## src/rtl/lpld_pkg.sv

```systemverilog
// Package for the long-press level detector: shared widths, codes, reset values
// and the structs that pass between modules. No dependencies.
`default_nettype none

package lpld_pkg;

    localparam int MAX_LEVELS = 4;
    localparam int TIME_WIDTH = 32;
    localparam int THR_REGS   = 4;
    localparam int LVL_USE    = (MAX_LEVELS < THR_REGS) ? MAX_LEVELS : THR_REGS;

    localparam int CFG_IDX_W  = 3;
    localparam int CFG_DATA_W = 32;
    localparam int DUR_W      = 32;
    localparam int LVL_W      = 3;

    typedef logic [TIME_WIDTH-1:0] t_time;
    typedef logic [LVL_W-1:0]      t_level;

    typedef enum logic [CFG_IDX_W-1:0] {
        CFG_ACTIVE_LEVEL = 3'd0,
        CFG_LEVEL_COUNT  = 3'd1,
        CFG_THR_ONE      = 3'd2,
        CFG_THR_TWO      = 3'd3,
        CFG_THR_THREE    = 3'd4,
        CFG_THR_FOUR     = 3'd5
    } t_cfg_idx;

    typedef enum logic {
        ACT_SAMPLE = 1'b0,
        ACT_CLEAR  = 1'b1
    } t_action;

    localparam logic   RST_ACTIVE_LEVEL = 1'b0;
    localparam t_level RST_LEVEL_COUNT  = 3'd4;
    localparam logic [CFG_DATA_W-1:0] RST_THR_ONE   = 32'd100;
    localparam logic [CFG_DATA_W-1:0] RST_THR_TWO   = 32'd1000;
    localparam logic [CFG_DATA_W-1:0] RST_THR_THREE = 32'd3000;
    localparam logic [CFG_DATA_W-1:0] RST_THR_FOUR  = 32'd5000;

    typedef struct packed {
        logic                      active_level;
        t_level                    level_count;
        t_time [THR_REGS-1:0]      thr;
    } t_cfg;

    typedef struct packed {
        logic             released;
        logic [DUR_W-1:0] duration;
        t_level           level;
        logic             max_reached;
        logic             pressed;
    } t_result;

endpackage

`default_nettype wire

```

## src/rtl/long_press_level_detector_unit.sv

```systemverilog
// Top level of the long-press level detector: input register, result register
// and handshakes. Depends on lpld_pkg, lpld_cfg and lpld_core.
//
//   channel | direction | handshake                | payload
//   --------+-----------+--------------------------+----------------------------------
//   sample  | in        | i_valid / o_stall        | i_action, i_now_ms, i_pin_level
//   result  | out       | o_valid / i_stall        | o_released .. o_pressed
//   config  | in        | i_cfg_valid / o_cfg_ready| i_cfg_index, i_cfg_data
//
// One request per cycle sustained unless i_stall holds a full result. A request is taken
// into the input register; the compare/subtract pass then runs from the input register into
// the result register. The press state updates in the same cycle the result register loads.
// Synchronous active-low reset clears handshake and press state; config goes to defaults.
// A stalled result holds the input register; o_stall rises only while both are full.
`default_nettype none

module long_press_level_detector_unit (
    input  wire logic                            i_clk,
    input  wire logic                            i_rst_n,
    input  wire logic                            i_valid,
    output logic                                 o_stall,
    input  wire logic                            i_action,
    input  wire logic [lpld_pkg::TIME_WIDTH-1:0] i_now_ms,
    input  wire logic                            i_pin_level,
    output logic                                 o_valid,
    input  wire logic                            i_stall,
    output logic                                 o_released,
    output logic [lpld_pkg::DUR_W-1:0]           o_press_duration,
    output logic [lpld_pkg::LVL_W-1:0]           o_press_level,
    output logic                                 o_max_reached,
    output logic                                 o_pressed,
    input  wire logic                            i_cfg_valid,
    output logic                                 o_cfg_ready,
    input  wire logic [lpld_pkg::CFG_IDX_W-1:0]  i_cfg_index,
    input  wire logic [lpld_pkg::CFG_DATA_W-1:0] i_cfg_data
);

    logic              r_in_valid;
    logic              r_action;
    lpld_pkg::t_time   r_now;
    logic              r_pin;
    logic              r_out_valid;
    lpld_pkg::t_result r_out;

    logic              w_advance;
    logic              w_take;
    lpld_pkg::t_cfg    w_cfg;
    lpld_pkg::t_result w_res;

    assign w_advance   = r_in_valid && (!r_out_valid || !i_stall);
    assign o_stall     = r_in_valid && !w_advance;
    assign w_take      = i_valid && !o_stall;
    assign o_cfg_ready = 1'b1;

    lpld_cfg u_cfg (
        .i_clk       (i_clk),
        .i_rst_n     (i_rst_n),
        .i_cfg_valid (i_cfg_valid && o_cfg_ready),
        .i_cfg_index (i_cfg_index),
        .i_cfg_data  (i_cfg_data),
        .o_cfg       (w_cfg)
    );

    lpld_core u_core (
        .i_clk    (i_clk),
        .i_rst_n  (i_rst_n),
        .i_step   (w_advance),
        .i_action (r_action),
        .i_now    (r_now),
        .i_pin    (r_pin),
        .i_cfg    (w_cfg),
        .o_res    (w_res)
    );

    always_ff @(posedge i_clk) begin
        if (!i_rst_n) begin
            r_in_valid  <= 1'b0;
            r_out_valid <= 1'b0;
        end else begin
            if (w_take) begin
                r_in_valid <= 1'b1;
            end else if (w_advance) begin
                r_in_valid <= 1'b0;
            end
            if (w_advance) begin
                r_out_valid <= 1'b1;
            end else if (!i_stall) begin
                r_out_valid <= 1'b0;
            end
        end
    end

    always_ff @(posedge i_clk) begin
        if (w_take) begin
            r_action <= i_action;
            r_now    <= i_now_ms;
            r_pin    <= i_pin_level;
        end
        if (w_advance) begin
            r_out <= w_res;
        end
    end

    assign o_valid          = r_out_valid;
    assign o_released       = r_out.released;
    assign o_press_duration = r_out.duration;
    assign o_press_level    = r_out.level;
    assign o_max_reached    = r_out.max_reached;
    assign o_pressed        = r_out.pressed;

    // a release always leaves the button seen as not pressed
    a_rel_not_pressed: assert property (@(posedge i_clk) disable iff (!i_rst_n)
        o_valid && o_released |-> !o_pressed)
        else $error("release reported while still pressed");

    a_level_bound: assert property (@(posedge i_clk) disable iff (!i_rst_n)
        o_valid |-> o_press_level <= lpld_pkg::LVL_W'(lpld_pkg::LVL_USE))
        else $error("press level above thresholds in use");

    // a held request in the input register is not overwritten
    a_in_hold: assert property (@(posedge i_clk) disable iff (!i_rst_n)
        r_in_valid && !w_advance |=> r_in_valid && $stable(r_now) && $stable(r_action))
        else $error("input register lost a pending request");

    a_clear_result: assert property (@(posedge i_clk) disable iff (!i_rst_n)
        w_advance && r_action == lpld_pkg::ACT_CLEAR |=>
            o_valid && !o_released && o_press_level == '0 && !o_max_reached)
        else $error("clear did not reset level and flags");

endmodule

`default_nettype wire

```

## src/rtl/lpld_cfg.sv

```systemverilog
// Configuration register bank for the long-press level detector.
// Depends on lpld_pkg.
`default_nettype none

module lpld_cfg (
    input  wire logic                           i_clk,
    input  wire logic                           i_rst_n,
    input  wire logic                           i_cfg_valid,
    input  wire logic [lpld_pkg::CFG_IDX_W-1:0]  i_cfg_index,
    input  wire logic [lpld_pkg::CFG_DATA_W-1:0] i_cfg_data,
    output lpld_pkg::t_cfg                       o_cfg
);

    logic                  r_active_level;
    lpld_pkg::t_level      r_level_count;
    lpld_pkg::t_time [lpld_pkg::THR_REGS-1:0] r_thr;

    always_ff @(posedge i_clk) begin
        if (!i_rst_n) begin
            r_active_level <= lpld_pkg::RST_ACTIVE_LEVEL;
            r_level_count  <= lpld_pkg::RST_LEVEL_COUNT;
            r_thr[0]       <= lpld_pkg::TIME_WIDTH'(lpld_pkg::RST_THR_ONE);
            r_thr[1]       <= lpld_pkg::TIME_WIDTH'(lpld_pkg::RST_THR_TWO);
            r_thr[2]       <= lpld_pkg::TIME_WIDTH'(lpld_pkg::RST_THR_THREE);
            r_thr[3]       <= lpld_pkg::TIME_WIDTH'(lpld_pkg::RST_THR_FOUR);
        end else if (i_cfg_valid) begin
            unique case (lpld_pkg::t_cfg_idx'(i_cfg_index))
                lpld_pkg::CFG_ACTIVE_LEVEL: r_active_level <= i_cfg_data[0];
                lpld_pkg::CFG_LEVEL_COUNT:  r_level_count <= i_cfg_data[lpld_pkg::LVL_W-1:0];
                lpld_pkg::CFG_THR_ONE:   r_thr[0] <= lpld_pkg::TIME_WIDTH'(i_cfg_data);
                lpld_pkg::CFG_THR_TWO:   r_thr[1] <= lpld_pkg::TIME_WIDTH'(i_cfg_data);
                lpld_pkg::CFG_THR_THREE: r_thr[2] <= lpld_pkg::TIME_WIDTH'(i_cfg_data);
                lpld_pkg::CFG_THR_FOUR:  r_thr[3] <= lpld_pkg::TIME_WIDTH'(i_cfg_data);
                default: ;  // unmapped index, write dropped
            endcase
        end
    end

    assign o_cfg.active_level = r_active_level;
    assign o_cfg.level_count  = r_level_count;
    assign o_cfg.thr          = r_thr;

endmodule

`default_nettype wire

```

## src/rtl/lpld_core.sv

```systemverilog
// Press tracking state and next-state logic: edge detection, duration,
// threshold compares and sticky max flag. Depends on lpld_pkg.
`default_nettype none

module lpld_core (
    input  wire logic                 i_clk,
    input  wire logic                 i_rst_n,
    input  wire logic                 i_step,
    input  wire logic                 i_action,
    input  wire lpld_pkg::t_time      i_now,
    input  wire logic                 i_pin,
    input  wire lpld_pkg::t_cfg       i_cfg,
    output lpld_pkg::t_result         o_res
);

    logic             r_held, n_held;
    logic             r_timing, n_timing;
    lpld_pkg::t_time  r_start, n_start;
    lpld_pkg::t_time  r_dur, n_dur;
    lpld_pkg::t_level r_level, n_level;
    logic             r_max, n_max;

    logic             w_p;
    logic             w_rel;
    lpld_pkg::t_time  w_elapsed;
    lpld_pkg::t_level w_n_use;
    lpld_pkg::t_level w_cand;

    // thresholds in use: limited by the available registers
    assign w_n_use = (i_cfg.level_count > lpld_pkg::LVL_W'(lpld_pkg::LVL_USE))
                   ? lpld_pkg::LVL_W'(lpld_pkg::LVL_USE) : i_cfg.level_count;

    always_comb begin
        n_held    = r_held;
        n_timing  = r_timing;
        n_start   = r_start;
        n_dur     = r_dur;
        n_level   = r_level;
        n_max     = r_max;
        w_rel     = 1'b0;
        w_p       = (i_pin == i_cfg.active_level);
        w_cand    = '0;
        w_elapsed = '0;
        if (lpld_pkg::t_action'(i_action) == lpld_pkg::ACT_CLEAR) begin
            n_level = '0;
            n_dur   = '0;
            n_max   = 1'b0;
        end else begin
            if (w_p != r_held) begin
                n_held = w_p;
                if (w_p) begin
                    n_start  = i_now;
                    n_timing = 1'b1;
                end else if (r_timing) begin
                    n_dur    = i_now - r_start;
                    n_timing = 1'b0;
                    w_rel    = 1'b1;
                end
            end
            w_elapsed = i_now - n_start;
            // parallel compares; the highest elapsed index wins
            for (int i = 0; i < lpld_pkg::LVL_USE; i++) begin
                if (lpld_pkg::LVL_W'(i) < w_n_use && w_elapsed >= i_cfg.thr[i]) begin
                    w_cand = lpld_pkg::LVL_W'(i + 1);
                end
            end
            if (!w_rel && n_held && n_timing) begin
                if (w_cand > r_level) begin
                    n_level = w_cand;
                end
                if (n_level == i_cfg.level_count) begin
                    n_max = 1'b1;
                end
            end
        end
    end

    always_ff @(posedge i_clk) begin
        if (!i_rst_n) begin
            r_held   <= 1'b0;
            r_timing <= 1'b0;
            r_start  <= '0;
            r_dur    <= '0;
            r_level  <= '0;
            r_max    <= 1'b0;
        end else if (i_step) begin
            r_held   <= n_held;
            r_timing <= n_timing;
            r_start  <= n_start;
            r_dur    <= n_dur;
            r_level  <= n_level;
            r_max    <= n_max;
        end
    end

    assign o_res.released    = w_rel;
    assign o_res.duration    = lpld_pkg::DUR_W'(n_dur);
    assign o_res.level       = n_level;
    assign o_res.max_reached = n_max;
    assign o_res.pressed     = n_held;

endmodule

`default_nettype wire
```

## config.mk

```make
export PLATFORM = sky130hd
export DESIGN_NAME = long_press_level_detector_unit
export DESIGN_NICKNAME = d
export VERILOG_FILES = /design/src/rtl/lpld_pkg.sv /design/src/rtl/long_press_level_detector_unit.sv /design/src/rtl/lpld_cfg.sv /design/src/rtl/lpld_core.sv
export SDC_FILE = /design/constraint.sdc
export NUM_CORES = 1
export LEC_CHECK = 0
export BUFFER_PORTS_ARGS = -buffer_cell sky130_fd_sc_hd__buf_2
export CAP_MARGIN = 5
export CORE_MARGIN = 2
export CORE_UTILIZATION = 25
export CTS_CLUSTER_DIAMETER = 30
export CTS_CLUSTER_SIZE = 30
export DETAILED_ROUTE_END_ITERATION = 12
export GPL_ROUTABILITY_DRIVEN = 0
export GPL_TIMING_DRIVEN = 0
export RECOVER_POWER = 25
export SETUP_SLACK_MARGIN = 0.2
export SYNTH_ARGS = -nofsm -noshare
export SYNTH_HDL_FRONTEND = slang
export SYNTH_HIERARCHICAL = 1
export SYNTH_SLANG_ARGS = --single-unit
```

## constraint.sdc

```tcl
create_clock -name i_clk -period 17 [get_ports i_clk]
set_input_delay 3.4 -clock i_clk [delete_from_list [all_inputs] [get_ports i_clk]]
set_output_delay 3.4 -clock i_clk [all_outputs]
set_load 0.005 [all_outputs]
```

==> results_dict.tcl, run 1 <==
set metrics [dict create \
    clk_latency_ns 0.58 \
    portBuffers 110 \
    die_x_um 269 \
    routedWlPerCell_um 16.3 \
    reg2reg_from "u_cfg/r_active_level$_SDFFE_PN0P_" \
    finalClockSkew_ns 0.0186 \
    dieArea_mm2 0.0722 \
    dp_hpwl_um 39900 \
    vias 14654 \
    syn_nets 2263 \
    p_leak_nw 8.79 \
    finalCritPeriodShare_pct 60.9 \
    r2r-end "o_max_reached$_DFFE_PP_" \
    ios 115 \
    fmax_ghz 0.0965 \
    cts-root-buf "clkbuf_16" \
    drtPass1Iterations 6 \
    worstPathArrival_ns 10.81 \
    drtAntennaViolNets 0 \
    vdd_ir_drop_max_uv 52.4 \
    postSynth.asyncResetShare_pct 0 \
    worst_ep_required_time_ns 17.45 \
    worst_path_max_delay_cell "a31oi_1" \
    start_kind "flop" \
    layout_commonest_cell "nand2_1" \
    cts_hold_buf 0 \
    r2r_cells 38 \
    final.min_clock_period_ns 10.36 \
    hold_end "u_core/r_max$_SDFFE_PN0P_" \
    hold_path_class "flop to flop" \
    synth_edf_count 72 \
    start_util_pct 25.1 \
    max_slew_margin_pct -8.88 \
    finalHoldViolCount 0 \
    ys_warn_count 6 \
    grt_setup_unrepaired "false" \
    globalRouteTotalUtil_pct 14.2 \
    cts.repair.resized 0 \
    rows 97 \
    max_stage_delay_ns 0.54 \
    overflow 0 \
    drtIter0Drc 814 \
    netlist_top_cells_area "dfxtp_1 23%, ha_1 13%, edfxtp_1 12%, mux2i_1 8.2%, nand2_1 6.9%" \
    numCtsBuffers 67 \
    ff2ff_setup_slack_ns 6.64 \
    ys_seq_area_share_pct 35.7 \
    area.growth.synth_to_final_pct 23.3 \
    clk_path_buf_depth 3 \
    final.setup.tns_ns 0 \
    cp_max_fo 10 \
    finalSetupViolations 0 \
    p_per_area_mw_per_mm2 117 \
    synth.avg_cell_area_um2 8.76 \
    grt_pass1_wl_um 79400 \
    fp.coreArea_mm2 0.0697 \
    post-synth-top-area-cell "dfxtp_1" \
    clkTransAtPathRegs_ns 0.05 \
    final_cell_mix "320 x nand2_1, 204 x dfxtp_1, 193 x inv_1" \
    status "complete, but fails checks" \
    cts_tree "done" \
    routed_via_density 4.62 \
    cts_setup_buffers 0 \
    maxCapViolCount 1 \
    holdWs_ns 0.445 \
    ys_ff_latch 276 \
    synth_top_area_share_pct 23.3 \
    drive_gt1_share_pct 12.3 \
    crit_type "flop to flop" \
    violations "capacitance limit, slew limit" \
    synthCells 2000 \
    end_kind "flop" \
    hp-start "u_core/r_max$_SDFFE_PN0P_" \
    wl_um 51800 \
    synthFlopType "dfxtp_1" \
    drc 0 \
    worst_slew_pin_slew_ns 1.63 \
    fp.dieH_um 269 \
    maxSlewViolCount 31 \
    mappedNetlistArea_mm2 0.0175 \
    nets 2444 \
    synth.distinct_cells 87 \
    cts_sinks 276 \
    grt_max_degree 31 \
    grt_pass1_vias 14338 \
    worstHoldPathCells 2 \
    cts-htree-levels 3 \
    antenna_found_initial 7 \
]
metrics by stage:
| step | instances | util [%] | cell area, um^2 | total power [mW] | setup slack, ns |
|---|---|---|---|---|---|
| 3_5_place_dp | 3052 | 27.7 | 19300 | 1.21 | 6.85 |
| 4_1_cts | 3174 | 31.1 | 21700 | 2.54 | 6.80 |
| 2_1_floorplan | 2000 | - | 17500 | 1.06 | 8.95 |
| 6_report | 3175 | 31.0 | 21600 | 2.52 | 6.64 |
| 3_3_place_gp | 3050 | 27.6 | 19200 | 1.20 | 6.82 |
| 5_1_grt | 3174 | 31.0 | 21600 | 2.64 | 5.65 |
worst max-delay path, delay by kind of cell (launching register included):
family,cells,cell delay (ns)
DFF,1,0.37
adders and majority gates,3,1.01
muxes,1,0.24
AOI/OAI and AO/OA,22,5.60
buffers and inverters,6,1.56
xor gates and xnor gates,1,0.26
and+or+nand+nor,5,1.17
layer usage:
layer	vias up	routed length, um	share of wire (%)	global-route usage [%]
met5	-	51	0.098	0
met3	96	2110	4.1	2.62
met1	6869	23000	44	17.4
met2	306	25000	48	24.2
met4	8	1700	3.3	6.46
li1	7375	-	-	-
cells in the mapped netlist (all sizes together) (9+ instances only):
cell,instances
nand2,320
and3,12
nor2b,63
a31oi,13
mux2i,144
inv,193
xnor2,36
o21bai,9
and2,11
edfxtp,72
o21a,13
xor2,21
nand2b,17
buf,36
clkbuf,46
nor3,19
o21ai,67
ha,188
dfxtp,204
nor2,87
a21oi,144
a211oi,22
a21boi,37
and4,10
a21o,44
o211ai,12
nand4,22
nand3,22
final cells by class:
cell class              instances  area [um^2]
diodes                          1         2.50
plain buffers                  82          410
clock buffers                  76         1790
clock inverters                46          563
fillers                      7406        48100
inverters                     193          724
multi-input cells            1449        10100
flip-flops and latches        276         6250
well taps                     940         1180
repair buffers                112          562
state kept, by name, indices dropped and copies added (netlist names):
name                  cells
u_core/r_start           32
r_now                    32
u_core/r_level            3
u_core/r_dur             32
o_released                1
u_cfg/r_active_level      1
u_core/r_timing           1
u_core/r_max              1
r_action                  1
o_pressed                 1
r_in_valid                1
o_valid                   1
u_cfg/o_cfg             128
o_press_duration         32
u_core/r_held             1
o_press_level             3
o_max_reached             1
r_pin                     1
u_cfg/r_level_count       3
where the power goes:
| group | switching (mW) | internal [mW] |
|---|---|---|
| sequential | 0.0147 | 0.696 |
| combinational | 0.298 | 0.189 |
| clock | 0.421 | 0.900 |
| total | 0.734 | 1.78 |
kinds of logic after synthesis:
family,synth area share (%)
AO/OA/AOI/OAI,16.4
flip-flops,35.7
XOR/XNOR,2.94
other,0.0214
AND/OR/NAND/NOR,16.7
buffers and inverters,6.50
adder cells (fa/ha/maj),13.5
multiplexers,8.23
how the worst max path moves through the flow:
stage                     slack [ns]                              start  depth (start not counted)                       to
after floorplan                 8.95                    r_pin$_DFFE_PP_                         35  o_max_reached$_DFFE_PP_
after global placement          6.82  u_cfg/r_active_level$_SDFFE_PN0P_                         38  o_max_reached$_DFFE_PP_
after detailed placement        6.85  u_cfg/r_active_level$_SDFFE_PN0P_                         38  o_max_reached$_DFFE_PP_
after CTS                       6.80  u_cfg/r_active_level$_SDFFE_PN0P_                         38  o_max_reached$_DFFE_PP_
after global routing            5.65  u_cfg/r_active_level$_SDFFE_PN0P_                         38  o_max_reached$_DFFE_PP_
final                           6.64  u_cfg/r_active_level$_SDFFE_PN0P_                         38  o_max_reached$_DFFE_PP_
Power figures use the tool's default switching activity.
==> run 2: changes to the inputs <==
--- a/config.mk
+++ b/config.mk
@@ -5,6 +5,7 @@
 export SDC_FILE = /design/constraint.sdc
 export NUM_CORES = 1
 export LEC_CHECK = 0
+export ABC_AREA = 1
 export BUFFER_PORTS_ARGS = -buffer_cell sky130_fd_sc_hd__buf_2
 export CAP_MARGIN = 5
 export CORE_MARGIN = 2
==> constraint.sdc (replaced) <==
create_clock -name i_clk -period 8.4 [get_ports i_clk]
set_input_delay 1.68 -clock i_clk [delete_from_list [all_inputs] [get_ports i_clk]]
set_output_delay 1.68 -clock i_clk [all_outputs]
set_load 0.005 [all_outputs]
==> run 2 against run 1 <==
Compared with the run above: the run still ends with capacitance limit, slew limit left; count of clock-buffer cells in the layout rose by 18; highest routed layer is now met4; flip-flop and latch count did not move; register-to-register slack got worse by 5.9 ns; clock power grew 130%; power up 130%; non-clock buffer count increased by 10; largest power group unchanged; clock skew down 0.0021 ns; design area increased by 3.9%; sequential power grew 110%.
==> results_dict.tcl, run 2 <==
set metrics [dict create \
    synthFlopType "dfxtp_1" \
    postSynth.asyncResetShare_pct 0 \
    final_core_util_pct 31.4 \
    finalSetupViolations 0 \
    grt_pass1_vias 16175 \
    vdd_ir_drop_max_uv 186 \
    wl_um 56700 \
    fp.dieH_um 273 \
    vias 16956 \
    end_kind "flop" \
    synthTopCellsByCount "507 x nand2_1, 366 x inv_1, 350 x nor2_1" \
    final_cell_mix "507 x nand2_1, 367 x inv_1, 350 x nor2_1" \
    routedWlPerCell_um 15.1 \
    ys_ff_latch 276 \
    hold_path_class "flop to flop" \
    power_mw 5.84 \
    crit_type "flop to flop" \
    nets 3012 \
    finalHoldViolCount 0 \
    cts_hold_buf 0 \
    synthCells 2559 \
    drc 0 \
    synth_top_area_share_pct 22.7 \
    drive_gt1_share_pct 11.0 \
    dp_hpwl_um 44500 \
    max_stage_delay_ns 0.61 \
    status "complete, but fails checks" \
    fp.coreArea_mm2 0.0715 \
    grt_setup_unrepaired "false" \
    cts-htree-levels 3 \
    largest_reg_flops 128 \
    ios 115 \
    worst_slew_pin_slew_ns 1.58 \
    routed_via_density 4.51 \
    cts_sinks 276 \
    numCtsBuffers 74 \
    fmax_ghz 0.131 \
    area.growth.synth_to_final_pct 24.4 \
    worstPathArrival_ns 8.01 \
    clkTransAtPathRegs_ns 0.04 \
    portBuffers 113 \
    p_per_area_mw_per_mm2 260 \
    maxCapViolCount 2 \
    regArea_mm2 0.00625 \
    maxSlewViolCount 67 \
    violations "capacitance limit, slew limit" \
    antenna_found_initial 1 \
    worst_path_max_delay_cell "xor2_1" \
    grt_pass1_wl_um 89100 \
    p_leak_nw 10.3 \
    final.setup.tns_ns 0 \
    netlist_top_cells_area "dfxtp_1 23%, ha_1 13%, edfxtp_1 12%, nand2_1 11%, inv_1 7.6%" \
    path_buf_inv 10 \
    grt_max_degree 35 \
    dieArea_mm2 0.0743 \
    layout_commonest_cell "nand2_1" \
    start_kind "flop" \
    finalClockSkew_ns 0.0165 \
    drtAntennaViolNets 0 \
    multiInputGateArea_mm2 0.00995 \
    cp_common_cell "nand2_1" \
    cp_top_family "simple AND/OR/NAND/NOR gates" \
    synth.avg_cell_area_um2 7.05 \
    cts_tree "done" \
    cp_max_fo 10 \
    drtIter0Drc 1290 \
    ys_seq_area_share_pct 34.6 \
    finalCritPeriodShare_pct 91.2 \
    rows 98 \
    post-synth-top-area-cell "dfxtp_1" \
    cts-root-buf "clkbuf_16" \
    clk_path_buf_depth 3 \
    final.min_clock_period_ns 7.66 \
    synth_edf_count 72 \
    cts_setup_buffers 0 \
    synth.distinct_cells 53 \
    die_x_um 273 \
    worst_ep_required_time_ns 8.75 \
    start_util_pct 25.2 \
    filler_cell_count 7669 \
    drtPass1Iterations 5 \
    syn_nets 2822 \
    clk_latency_ns 0.59 \
    mappedNetlistArea_mm2 0.0180 \
    synth_most_common_cell "nand2_1" \
    globalRouteTotalUtil_pct 15.2 \
    overflow 0 \
    max_slew_margin_pct -5.62 \
    ys_warn_count 6 \
]
run 2: cell types whose count changed in the layout (fill, tap and decap cells not counted), sizes merged, moves of 102 or more:
cell / before / now
nand3: 22 / 193
nor2: 87 / 358
o21ai: 67 / 169
inv: 201 / 380
nand2: 320 / 515
mux2i: 144 / 0
run 2: final timing paths:
path | startpoint | endpoint | slack (ns) | cells after the start
min reg2reg | u_core/r_start[31]$_SDFFE_PN0P_ | u_core/r_start[31]$_SDFFE_PN0P_ | 0.46 | 2
max | u_cfg/r_active_level$_SDFFE_PN0P_ | o_max_reached$_DFFE_PP_ | 0.74 | 44
min | u_core/r_start[31]$_SDFFE_PN0P_ | u_core/r_start[31]$_SDFFE_PN0P_ | 0.46 | 2
max reg2reg | u_cfg/r_active_level$_SDFFE_PN0P_ | o_max_reached$_DFFE_PP_ | 0.74 | 44
run 2: worst min-delay path, delay by kind of cell, from the launching register on:
family / cells / cell delay [ns]
AOI/OAI and AO/OA: 1 / 0.05
buffers and inverters: 1 / 0.05
DFF: 1 / 0.31
run 2: cells by family (layout without fill, tap and decap cells):
| logic type | Yosys count | count (layout) | share of synthesized area (%) |
|---|---|---|---|
| xor gates and xnor gates | 41 | 41 | 1.99 |
| adders and majority gates | 189 | 189 | 13.2 |
| and+or+nand+nor | 1121 | 1121 | 25.9 |
| other | 1 | 3 | 0.0208 |
| buffers and inverters | 468 | 718 | 10.2 |
| AOI/OAI and AO/OA | 463 | 463 | 14.1 |
| DFF | 276 | 276 | 34.6 |
run 2: final cells by class:
| cell class | count | area share (%) |
|---|---|---|
| diodes | 2 | 0.0223 |
| clock inverters | 42 | 2.73 |
| well taps | 950 | 5.30 |
| inverters | 378 | 6.32 |
| plain buffers | 90 | 1.83 |
| flip-flops and latches | 276 | 27.8 |
| repair buffers | 114 | 2.48 |
| clock buffers | 94 | 9.13 |
| multi-input cells | 1815 | 44.3 |
run 2: power by group:
part	leakage, nW	internal (mW)	switching, mW
Sequential	2.37	1.44	0.0417
Clock	1.30	2.14	0.847
Combinational	6.66	0.480	0.895
Total	10.3	4.06	1.78
run 2: per-layer routing:
metal  vias up  global-route usage (%)  wire (um)
met1      7595                    20.6      26600
met2       522                    24.5      25500
met4         0                    4.61       1070
met3        76                    2.86       3520
li1       8763                       -          -
met5         -                       0          0
run 2: through the flow:
stage / setup slack (ns) / instances / hold WS, ns / area, um^2
6_report: 0.741 / 3761 / 0.456 / 22400
5_1_grt: 0.164 / 3760 / 0.484 / 22400
4_1_cts: 0.815 / 3759 / 0.455 / 22500
3_5_place_dp: 0.844 / 3623 / 0.443 / 19800
3_3_place_gp: 0.906 / 3622 / 0.441 / 19800
2_1_floorplan: 2.91 / 2559 / 0.429 / 18000
run 2: what timing repair did:
item,4_1_cts,5_1_grt
endpoints found under the setup margin,0,1
hold endpoints to repair,0,0
gates resized for setup,0,1
==> run 3: changes to the inputs <==
--- a/config.mk
+++ b/config.mk
@@ -10,6 +10,7 @@
 export CAP_MARGIN = 5
 export CORE_MARGIN = 2
 export CORE_UTILIZATION = 25
+export CTS_BUF_LIST = sky130_fd_sc_hd__clkbuf_16
 export CTS_CLUSTER_DIAMETER = 30
 export CTS_CLUSTER_SIZE = 30
 export DETAILED_ROUTE_END_ITERATION = 12
==> run 3 against run 2 <==
Compared with the run above: the flow still finishes with violations (capacitance limit, slew limit); flip-flop and latch count unchanged; via count hardly changed; critical path depth did not move; utilization fell by 0.10 points.
==> results_dict.tcl, run 3 (synthesis results as in run 2) <==
set metrics [dict create \
    status "complete, but fails checks" \
    violations "capacitance limit, slew limit" \
    grt_pass1_wl_um 89100 \
    finalCritPeriodShare_pct 89.3 \
    crit_type "flop to flop" \
    layout_commonest_cell "nand2_1" \
    cts_tree "done" \
    worst_slew_pin_slew_ns 1.57 \
    cts_hold_buf 0 \
    dieArea_mm2 0.0743 \
    dp_hpwl_um 44500 \
    end_kind "flop" \
    p_per_area_mw_per_mm2 257 \
    final.setup.tns_ns 0 \
    clk_latency_ns 0.59 \
    worst_path_max_delay_cell "nor4_1" \
    final_cell_mix "507 x nand2_1, 377 x inv_1, 350 x nor2_1" \
    maxCapViolCount 2 \
    clkTransAtPathRegs_ns 0.04 \
    hold_path_class "flop to flop" \
    cts.repair.resized 0 \
    area.growth.synth_to_final_pct 24.0 \
    grt_pass1_vias 16192 \
    cts_sinks 276 \
    rows 98 \
    max_slew_margin_pct -4.89 \
    p_sw_mw 1.78 \
    grt_setup_unrepaired "false" \
    final.min_clock_period_ns 7.50 \
    drtPass1Iterations 6 \
    finalHoldViolCount 0 \
    holdWs_ns 0.454 \
    finalClockSkew_ns 0.0169 \
    cts_setup_buffers 0 \
    drc 0 \
    portBuffers 113 \
    antenna_found_initial 2 \
    drtAntennaViolNets 0 \
    routed_via_density 4.51 \
    nets 3012 \
    cts-root-buf "clkbuf_16" \
    finalSetupViolations 0 \
    m1WireLength_um 26700 \
    worstPathArrival_ns 7.85 \
    power_frac_seq_pct 25.7 \
    cp_common_cell "nand2_1" \
    die_x_um 273 \
    cp_max_fo 10 \
    p_sw_share_pct 31.0 \
    cts-htree-levels 3 \
    maxSlewViolCount 32 \
    start_util_pct 25.2 \
    pwr-share-comb_pct 23.9 \
    max_stage_delay_ns 0.54 \
    ios 115 \
    routed.top_layer "met5" \
    p_leak_nw 10.3 \
    fmax_ghz 0.133 \
    overflow 0 \
    fp.dieH_um 273 \
    filler_cell_count 7684 \
    wl_um 56700 \
    clkPwrFrac_pct 50.4 \
    r2r_cells 44 \
    routedWlPerCell_um 15.1 \
    drive_gt1_share_pct 10.8 \
    largest_reg_flops 128 \
    drtIter0Drc 1287 \
    fp.coreArea_mm2 0.0715 \
    grt_max_degree 35 \
    wl_met3_um 3440 \
    vias 16955 \
    numCtsBuffers 74 \
    clk_path_buf_depth 3 \
    globalRouteTotalUtil_pct 15.2 \
    worst_ep_required_time_ns 8.75 \
    vdd_ir_drop_max_uv 186 \
    intPower_mw 3.97 \
    start_kind "flop" \
    met2WireLength_um 25500 \
    worstHoldPathCells 2 \
]
==> run 3: cell types whose count changed in the layout (fill, tap and decap cells not counted), sizes merged <==
| cell | change |
|---|---|
| inv | +10 |
| clkbuf | -18 |
| clkinv | +8 |
==> run 3: critical path: cells and delay by family (launching register included) <==
family | cells | cell delay, ns
AND/OR/NAND/NOR | 23 | 2.79
AO/OA/AOI/OAI | 9 | 1.91
flip-flops | 1 | 0.44
adder cells (fa/ha/maj) | 3 | 0.82
buffers and inverters | 9 | 1.28
==> run 3: final timing paths <==
kind | slack [ns] | startpoint | endpoint
min reg2reg | 0.45 | u_core/r_start[31]$_SDFFE_PN0P_ | u_core/r_start[31]$_SDFFE_PN0P_
max reg2reg | 0.90 | u_cfg/r_active_level$_SDFFE_PN0P_ | o_max_reached$_DFFE_PP_
max | 0.90 | u_cfg/r_active_level$_SDFFE_PN0P_ | o_max_reached$_DFFE_PP_
min | 0.45 | u_core/r_start[31]$_SDFFE_PN0P_ | u_core/r_start[31]$_SDFFE_PN0P_
==> run 3: power by group through the flow <==
stage / registers, mW / clock network, mW / logic [mW]
floorplan: 1.48 / 0 / 0.966
global placement: 1.50 / 0 / 1.33
detailed placement: 1.50 / 0 / 1.36
CTS: 1.48 / 2.95 / 1.37
global route: 1.48 / 3.03 / 1.58
finish: 1.48 / 2.90 / 1.38
==> run 3: through the flow <==
stage	setup slack, ns	cells	instance area, um^2	total power [mW]	utilization, %
2_1_floorplan	2.91	2559	18000	2.45	-
3_3_place_gp	0.906	3622	19800	2.83	27.7
3_5_place_dp	0.844	3623	19800	2.86	27.7
4_1_cts	0.803	3759	22400	5.79	31.3
5_1_grt	0.270	3760	22400	6.09	31.3
6_report	0.898	3761	22400	5.76	31.3
==> run 3: per-layer routing <==
layer	up-vias	GRT usage, %
met3	81	2.93
li1	8767	-
met1	7610	20.6
met2	495	24.5
met5	-	0
met4	2	4.67
==> run 3: layout make-up <==
cell class	count	area (um^2)	share of cell area, %
multi-input cells	1815	9950	44.5
flip-flops and latches	276	6250	27.9
clock buffers	76	1900	8.50
inverters	378	1420	6.34
well taps	950	1190	5.31
clock inverters	60	681	3.04
repair buffers	114	557	2.49
plain buffers	90	412	1.84
diodes	2	5.00	0.0224
